`src/hw/rtl/hnbt_pkg.sv`:
```
// ----------------------------------------------------------------------------
// hnbt_pkg: shared types and constants of the HDLC NRZI transmitter
// Line codes, CRC constants, sequencer states and the bit unit's structs.
// ----------------------------------------------------------------------------
package hnbt_pkg;

  localparam int unsigned BYTE_W = 8;
  localparam int unsigned CRC_W  = 16;
  localparam int unsigned RUN_W  = 3;
  localparam int unsigned CNT_W  = 4;

  localparam logic [CRC_W-1:0]  CRC_POLY    = 16'h8408;
  localparam logic [CRC_W-1:0]  CRC_PRESET  = 16'hFFFF;
  localparam logic [BYTE_W-1:0] FLAG_BYTE   = 8'h7E;
  localparam logic [BYTE_W-1:0] BYTE_MASK   = 8'hFF;
  localparam logic [RUN_W-1:0]  STUFF_LIMIT = 3'd5;

  // Index of the final line bit of a data byte and of the two FCS bytes.
  localparam logic [CNT_W-1:0] LAST_BIT_BYTE = 4'd7;
  localparam logic [CNT_W-1:0] LAST_BIT_FCS  = 4'd15;

  // Item modes.
  localparam logic [1:0] MODE_DATA  = 2'd0;
  localparam logic [1:0] MODE_START = 2'd1;
  localparam logic [1:0] MODE_FCS   = 2'd2;

  typedef enum logic [1:0] {
    ST_IDLE = 2'b01,
    ST_SEND = 2'b10
  } state_t;

  typedef struct packed {
    logic [CRC_W-1:0] crc;
    logic [RUN_W-1:0] run;
    logic             tone;
    logic             line_bit;
    logic             is_flag;
    logic             stuff_slot;
  } bit_req_t;

  typedef struct packed {
    logic [CRC_W-1:0] crc;
    logic [RUN_W-1:0] run;
    logic             tone;
    logic             stuff_req;
  } bit_res_t;

endpackage

```
`src/hw/rtl/hnbt_ifs.sv`:
```
// ----------------------------------------------------------------------------
// hnbt_ifs: valid/ready channels of the HDLC NRZI transmitter
// One interface for input items and one for line bit results.
// ----------------------------------------------------------------------------
interface hnbt_in_if;
  logic       valid;
  logic       ready;
  logic [1:0] mode;
  logic [7:0] data_byte;

  modport source (output valid, output mode, output data_byte, input ready);
  modport sink (input valid, input mode, input data_byte, output ready);
endinterface

interface hnbt_out_if;
  logic valid;
  logic ready;
  logic tone;
  logic stuffed;
  logic last;

  modport source (output valid, output tone, output stuffed, output last, input ready);
  modport sink (input valid, input tone, input stuffed, input last, output ready);
endinterface

```
`src/hw/rtl/hnbt_bit_unit.sv`:
```
// ----------------------------------------------------------------------------
// hnbt_bit_unit: one line bit period of the transmitter
// Clocks the reflected CRC-16, tracks the run of ones, flips the NRZI tone
// and asks for a stuffed zero after five ones.
// ----------------------------------------------------------------------------
module hnbt_bit_unit import hnbt_pkg::*; (
  input  bit_req_t req,
  output bit_res_t res
);

  logic [CRC_W-1:0] crc_shift;
  logic [CRC_W-1:0] crc_step;
  logic [RUN_W-1:0] run_base;
  logic [RUN_W-1:0] run_inc;

  assign crc_shift = {1'b0, req.crc[CRC_W-1:1]};
  assign crc_step  = (req.crc[0] ^ req.line_bit) ? (crc_shift ^ CRC_POLY) : crc_shift;
  // A flag clears the run before each of its bits, so it never stuffs.
  assign run_base  = req.is_flag ? '0 : req.run;
  assign run_inc   = run_base + RUN_W'(1);

  always_comb begin
    res = '0;
    if (req.stuff_slot) begin
      res.crc       = req.crc;
      res.run       = '0;
      res.tone      = ~req.tone;
      res.stuff_req = 1'b0;
    end else begin
      res.crc = req.is_flag ? req.crc : crc_step;
      if (!req.line_bit) begin
        res.tone      = ~req.tone;
        res.run       = '0;
        res.stuff_req = 1'b0;
      end else begin
        res.tone      = req.tone;
        res.run       = run_inc;
        res.stuff_req = (run_inc == STUFF_LIMIT);
      end
    end
  end

endmodule

```
`src/hw/rtl/hdlc_nrzi_bit_stuffing_transmitter_unit.sv`:
```
// ----------------------------------------------------------------------------
// hdlc_nrzi_bit_stuffing_transmitter_unit: AX.25 HDLC bit transmitter
// Sends frame bytes LSB first with CRC-16 (0x8408), zero stuffing and NRZI.
// ----------------------------------------------------------------------------
//  channel   direction  handshake      payload
//  items     in         valid/ready    mode[1:0], data_byte[7:0]
//  results   out        valid/ready    tone, stuffed, last
//
//  An item is taken only while the block is idle; the bit unit then produces
//  one line bit per cycle unless the results channel stalls: 8 to 10 for a
//  data byte, 8 for a flag, 16 to 20 for the FCS. The block takes no new item
//  until the final bit of the current one sits in the output register.
//  Start frame and the unused mode complete in the accepting cycle.
//  A stall on the results channel holds the bit unit. Reset presets the CRC.
// ----------------------------------------------------------------------------
module hdlc_nrzi_bit_stuffing_transmitter_unit import hnbt_pkg::*; (
  input  logic        clk,
  input  logic        rst,
  hnbt_in_if.sink     items,
  hnbt_out_if.source  results
);

  state_t            state;
  logic [CRC_W-1:0]  crc;
  logic [RUN_W-1:0]  run;
  logic              tone;
  logic [CRC_W-1:0]  shreg;
  logic [CNT_W-1:0]  bit_cnt;
  logic [CNT_W-1:0]  last_idx;
  logic              is_flag;
  logic              pend_stuff;

  logic              out_valid;
  logic              out_tone;
  logic              out_stuffed;
  logic              out_last;

  bit_req_t          breq;
  bit_res_t          bres;
  logic              accept;
  logic              step;
  logic              final_bit;
  logic              advance;

  assign items.ready     = (state == ST_IDLE);
  assign results.valid   = out_valid;
  assign results.tone    = out_tone;
  assign results.stuffed = out_stuffed;
  assign results.last    = out_last;

  assign accept    = items.valid && items.ready;
  assign step      = (state == ST_SEND) && (!out_valid || results.ready);
  assign final_bit = (bit_cnt == last_idx);

  always_comb begin
    breq.crc        = crc;
    breq.run        = run;
    breq.tone       = tone;
    breq.line_bit   = shreg[0];
    breq.is_flag    = is_flag;
    breq.stuff_slot = pend_stuff;
  end

  hnbt_bit_unit u_bit (
    .req (breq),
    .res (bres)
  );

  // A line bit moves on once its stuffed zero, if any, has gone out.
  assign advance = pend_stuff || !bres.stuff_req;

  always_ff @(posedge clk) begin
    if (rst) begin
      state      <= ST_IDLE;
      crc        <= CRC_PRESET;
      run        <= '0;
      tone       <= 1'b0;
      pend_stuff <= 1'b0;
      out_valid  <= 1'b0;
    end else begin
      if (results.ready && !step) begin
        out_valid <= 1'b0;
      end
      case (state)
        ST_IDLE: begin
          if (accept) begin
            case (items.mode)
              MODE_START: begin
                crc <= CRC_PRESET;
                run <= '0;
              end
              MODE_DATA: begin
                shreg      <= {8'h00, items.data_byte};
                last_idx   <= LAST_BIT_BYTE;
                is_flag    <= (items.data_byte == FLAG_BYTE);
                bit_cnt    <= '0;
                pend_stuff <= 1'b0;
                state      <= ST_SEND;
              end
              MODE_FCS: begin
                shreg      <= {crc[15:8] ^ BYTE_MASK, crc[7:0] ^ BYTE_MASK};
                last_idx   <= LAST_BIT_FCS;
                is_flag    <= 1'b0;
                bit_cnt    <= '0;
                pend_stuff <= 1'b0;
                state      <= ST_SEND;
              end
              default: begin
              end
            endcase
          end
        end
        ST_SEND: begin
          if (step) begin
            crc         <= bres.crc;
            run         <= bres.run;
            tone        <= bres.tone;
            out_valid   <= 1'b1;
            out_tone    <= bres.tone;
            out_stuffed <= pend_stuff;
            out_last    <= final_bit && advance;
            pend_stuff  <= !pend_stuff && bres.stuff_req;
            if (advance) begin
              shreg   <= {1'b0, shreg[CRC_W-1:1]};
              bit_cnt <= bit_cnt + CNT_W'(1);
              if (final_bit) begin
                state <= ST_IDLE;
              end
            end
          end
        end
        default: begin
          state <= ST_IDLE;
        end
      endcase
    end
  end

endmodule

```
`src/flat_wrapper.sv`:
```
// flat-port wrapper written by rule: the top's interface ports become plain ports
module hdlc_nrzi_bit_stuffing_transmitter_unit_flat import hnbt_pkg::*;
  (clk, rst, items_valid, items_mode, items_data_byte, items_ready, results_valid, results_tone, results_stuffed, results_last, results_ready);
  hnbt_in_if items_i ();
  hnbt_out_if results_i ();
  input  logic clk;
  input  logic rst;
  input wire logic [$bits(items_i.valid)-1:0] items_valid;
  input wire logic [$bits(items_i.mode)-1:0] items_mode;
  input wire logic [$bits(items_i.data_byte)-1:0] items_data_byte;
  output wire logic [$bits(items_i.ready)-1:0] items_ready;
  output wire logic [$bits(results_i.valid)-1:0] results_valid;
  output wire logic [$bits(results_i.tone)-1:0] results_tone;
  output wire logic [$bits(results_i.stuffed)-1:0] results_stuffed;
  output wire logic [$bits(results_i.last)-1:0] results_last;
  input wire logic [$bits(results_i.ready)-1:0] results_ready;
  assign items_i.valid = items_valid;
  assign items_i.mode = items_mode;
  assign items_i.data_byte = items_data_byte;
  assign items_ready = items_i.ready;
  assign results_valid = results_i.valid;
  assign results_tone = results_i.tone;
  assign results_stuffed = results_i.stuffed;
  assign results_last = results_i.last;
  assign results_i.ready = results_ready;
  hdlc_nrzi_bit_stuffing_transmitter_unit u_core (.clk(clk), .rst(rst), .items(items_i), .results(results_i));
endmodule
```
`config.mk`:
```
export PLATFORM = sky130hd
export DESIGN_NAME = hdlc_nrzi_bit_stuffing_transmitter_unit_flat
export DESIGN_NICKNAME = d
export VERILOG_FILES = /design/src/hw/rtl/hnbt_pkg.sv /design/src/hw/rtl/hnbt_ifs.sv /design/src/hw/rtl/hnbt_bit_unit.sv /design/src/hw/rtl/hdlc_nrzi_bit_stuffing_transmitter_unit.sv /design/src/flat_wrapper.sv
export SDC_FILE = /design/constraint.sdc
export NUM_CORES = 1
export LEC_CHECK = 0
export BUFFER_PORTS_ARGS = -buffer_cell sky130_fd_sc_hd__buf_2
export CAP_MARGIN = 20
export CORE_MARGIN = 2
export CORE_UTILIZATION = 55
export CTS_CLUSTER_SIZE = 30
export DETAILED_ROUTE_END_ITERATION = 12
export PLACE_DENSITY = 0.74
export SYNTH_ARGS = -nofsm -noshare
export SYNTH_HDL_FRONTEND = slang
export SYNTH_SLANG_ARGS = --single-unit
```
`constraint.sdc`:
```
create_clock -name clk -period 6.03 [get_ports clk]
set_input_delay 0 -clock clk [delete_from_list [all_inputs] [get_ports clk]]
set_output_delay 0 -clock clk [all_outputs]
set_load 0.01 [all_outputs]
```
==> reports/results.txt <==
outcome -> completed
CP startpoint kind -> register
yosys warns -> 0
flops & latches, synth -> 49
Synth Flop Type -> edfxtp_1
vias -> 1810
PwrDens -> 422 nW/um^2
num ports -> 19
Flop pwr share -> 45.1%
number of diodes -> 0
port buffer count -> 18
H-tree level count -> 2
largest net degree at the start of global routing -> 61
largest family of logic cells by synthesized area -> compound AO/OA/AOI/OAI gates
adder-cell share of the synthesized area -> 2.04%
area leader, netlist -> edfxtp_1
clk_lat worst skew -> 0.30 ns
xor-xnor portion of the synthesized cell area -> 3.98%
drt wl/cell -> 15.7 um
DP HPWL -> 2950 um
most frequent cells after synthesis -> edfxtp_1 (25), dfxtp_1 (24), nand2b_1 (18)
top-count cell post-synth -> edfxtp_1
CTS root buf -> clkbuf_8
Hold Path Class -> in2reg
DRC -> 0
Worst EP arrival -> 2.92 ns
CTS sink cnt -> 49
mux cell area share after synthesis -> 0.866%
switch share -> 33.2%
remaining antenna violation count -> 0
drt first pass iters -> 4
Initial Util -> 56.8%
final WL -> 4750 um
CP required -> 6.19 ns
mean number of vias per cell -> 5.99
MaxCap Viol Count -> 0
maximum root-to-sink buffer count -> 2
Final Max Slew Viols -> 0
Power Internal -> 0.750 mW
Comb pwr share -> 33.5%
vias in the first global route -> 1669
Hold-fix buffers, CTS -> 0
Largest stage delay, worst path -> 0.82 ns
final std cells w/o fill -> 302
TritonCTS clock tree -> yes
synth unique cells -> 41
first-pass GRT wire length -> 7970 um
fraction of registers with async set/reset -> 0%
GRT Total Usage -> 20.1%
Tcrit/Tclk final -> 45.8%
final setup TNS -> 0 ns
fill count -> 387
Period minus WS final -> 2.76 ns
compound-cell area share of the yosys netlist -> 20.8%
crit-path cells -> inv_1 > ha_2 > o31a_1 > or2_1 > a21oi_1
P_sw -> 0.373 mW
Area Growth Syn to Fin -> 8.41%
Hold WS -> 0.0559 ns
layout cells sized above 1 -> 12.4%
Worst Skew -> 0.00590 ns
final setup violation count -> 0
GRT Residual Overflow -> 0
post-synthesis cell count -> 241
RSZ-0062 raised after global routing -> no
setup bufs post-CTS -> 0
Hold Vio Cnt, Final -> 0
Post-Synth Simple-Gate Area -> 17.7%
Mean Syn Cell Area -> 10.2 sq um
Clk network pwr share -> 21.4%
Mapped Nets -> 259
Slew HR -> 34.7%
area share of the largest cell type after synthesis -> 30.6%
site row count -> 24
Reg clk slew, reported paths -> 0.09 ns
synthesized area -> 2450 sq um
cts bufs inserted -> 5
leading post-synthesis cells by cell area -> edfxtp_1 (31%), dfxtp_1 (20%), a211o_1 (5.0%)
sequential cell area fraction in the yosys report -> 50.2%
core area -> 4320 sq um
routability-driven placement congestion ratio -> 0.839
NumNets Final -> 267
die width -> 70.8 um
Post-synth EDFFs -> 25
Iter 0 DRT Violations -> 76
initial antenna violation count -> 0
static leakage -> 1.02 nW
CP max stage cell -> ha_2
final core occ -> 61.5%
Resized cells post-CTS -> 0
Peak VDD IR -> 0.266 mV
CP Max Fanout -> 60
full die area -> 5010 sq um
FMAX -> 362 MHz
CP endpoint kind -> register
Worst Tran Pin Value -> 0.979 ns
WS Path Type -> reg2reg
cell count after placement -> 293
Die Height -> 70.8 um
==> per-stage QoR <==
stage          power [mW]  setup slack (ns)  cell area [sq um]
5_1_grt              1.19              3.04               2660
2_1_floorplan       0.816              1.86               2450
6_report             1.12              3.27               2660
3_5_place_dp        0.884              2.96               2530
4_1_cts              1.12              2.95               2650
3_3_place_gp        0.875              3.19               2530
==> power by group through the flow <==
stage	Clock, mW	Combinational [mW]	Sequential (mW)
after floorplan	0	0.314	0.502
after global placement	0	0.364	0.510
after detailed placement	0	0.370	0.514
after CTS	0.245	0.372	0.506
after global routing	0.254	0.422	0.517
final	0.240	0.376	0.506
==> layout by cell type, fill, tap and decap left out, types with 2 or more instances in the layout <==
cell type and instances:
ha_1 3, nor3_1 3, nor2_1 16, or4b_1 2
nand3_1 3, or2_2 2, o21ai_0 15, or4_1 2
xnor2_1 5, nor3b_1 2, clkbuf_8 6, xnor3_1 2
nand2_1 17, a211o_1 14, a2111oi_0 2, dfxtp_1 24
a211oi_1 13, nand2b_1 18, nor4_1 2, and2_1 4
buf_2 18, edfxtp_1 25, nor2b_1 5, inv_1 4
a21oi_1 15, a21o_1 2, o31ai_1 7
==> logic make-up (layout without fill, tap and decap cells) <==
| family | after synthesis | count (layout) |
|---|---|---|
| DFF | 49 | 49 |
| and+or+nand+nor | 81 | 81 |
| muxes | 2 | 2 |
| adders and majority gates | 4 | 4 |
| xor gates and xnor gates | 8 | 8 |
| buffers and inverters | 23 | 32 |
| AOI/OAI and AO/OA | 74 | 74 |
==> registers in the layout, indices dropped and copies added (netlist names), 2 cells and up <==
register,cells
u_core.shreg,16
u_core.crc,16
u_core.bit_cnt,4
u_core.state,2
u_core.run,3
==> worst max-delay path: cells and delay by family (launching register included) <==
kind                       cells  cell delay (ns)
buffers and inverters          1             0.06
adders and majority gates      1             0.82
AOI/OAI and AO/OA              2             0.83
and+or+nand+nor                1             0.56
DFF                            1             0.33
==> metal layers <==
layer / routed length, um / track usage, % / vias up
met3: 141 / 3.56 / 8
met2: 2250 / 30.8 / 35
met4: 74 / 7.97 / 0
met1: 2280 / 28.5 / 870
met5: 0 / 0 / -
li1: - / - / 897
==> area by class of cell <==
class                   instances  area (sq um)  area share [%]
multi-input cells             169          1120            42.2
clock inverters                 1          30.0            1.13
flip-flops and latches         49          1230            46.3
inverters                       4          15.0           0.564
repair buffers                 20           110            4.14
clock buffers                   7          86.3            3.24
well taps                      52          65.1            2.44
==> worst paths after layout <==
check	from	end	slack [ns]	cells past startpoint
max	u_core.state[0]	u_core.crc[3]	3.27	5
min	results_ready	u_core.results.valid	0.06	4
max reg2reg	u_core.state[0]	u_core.crc[3]	3.27	5
min reg2reg	u_core.crc[6]	u_core.crc[6]	0.50	1
Power figures use the tool's default switching activity.
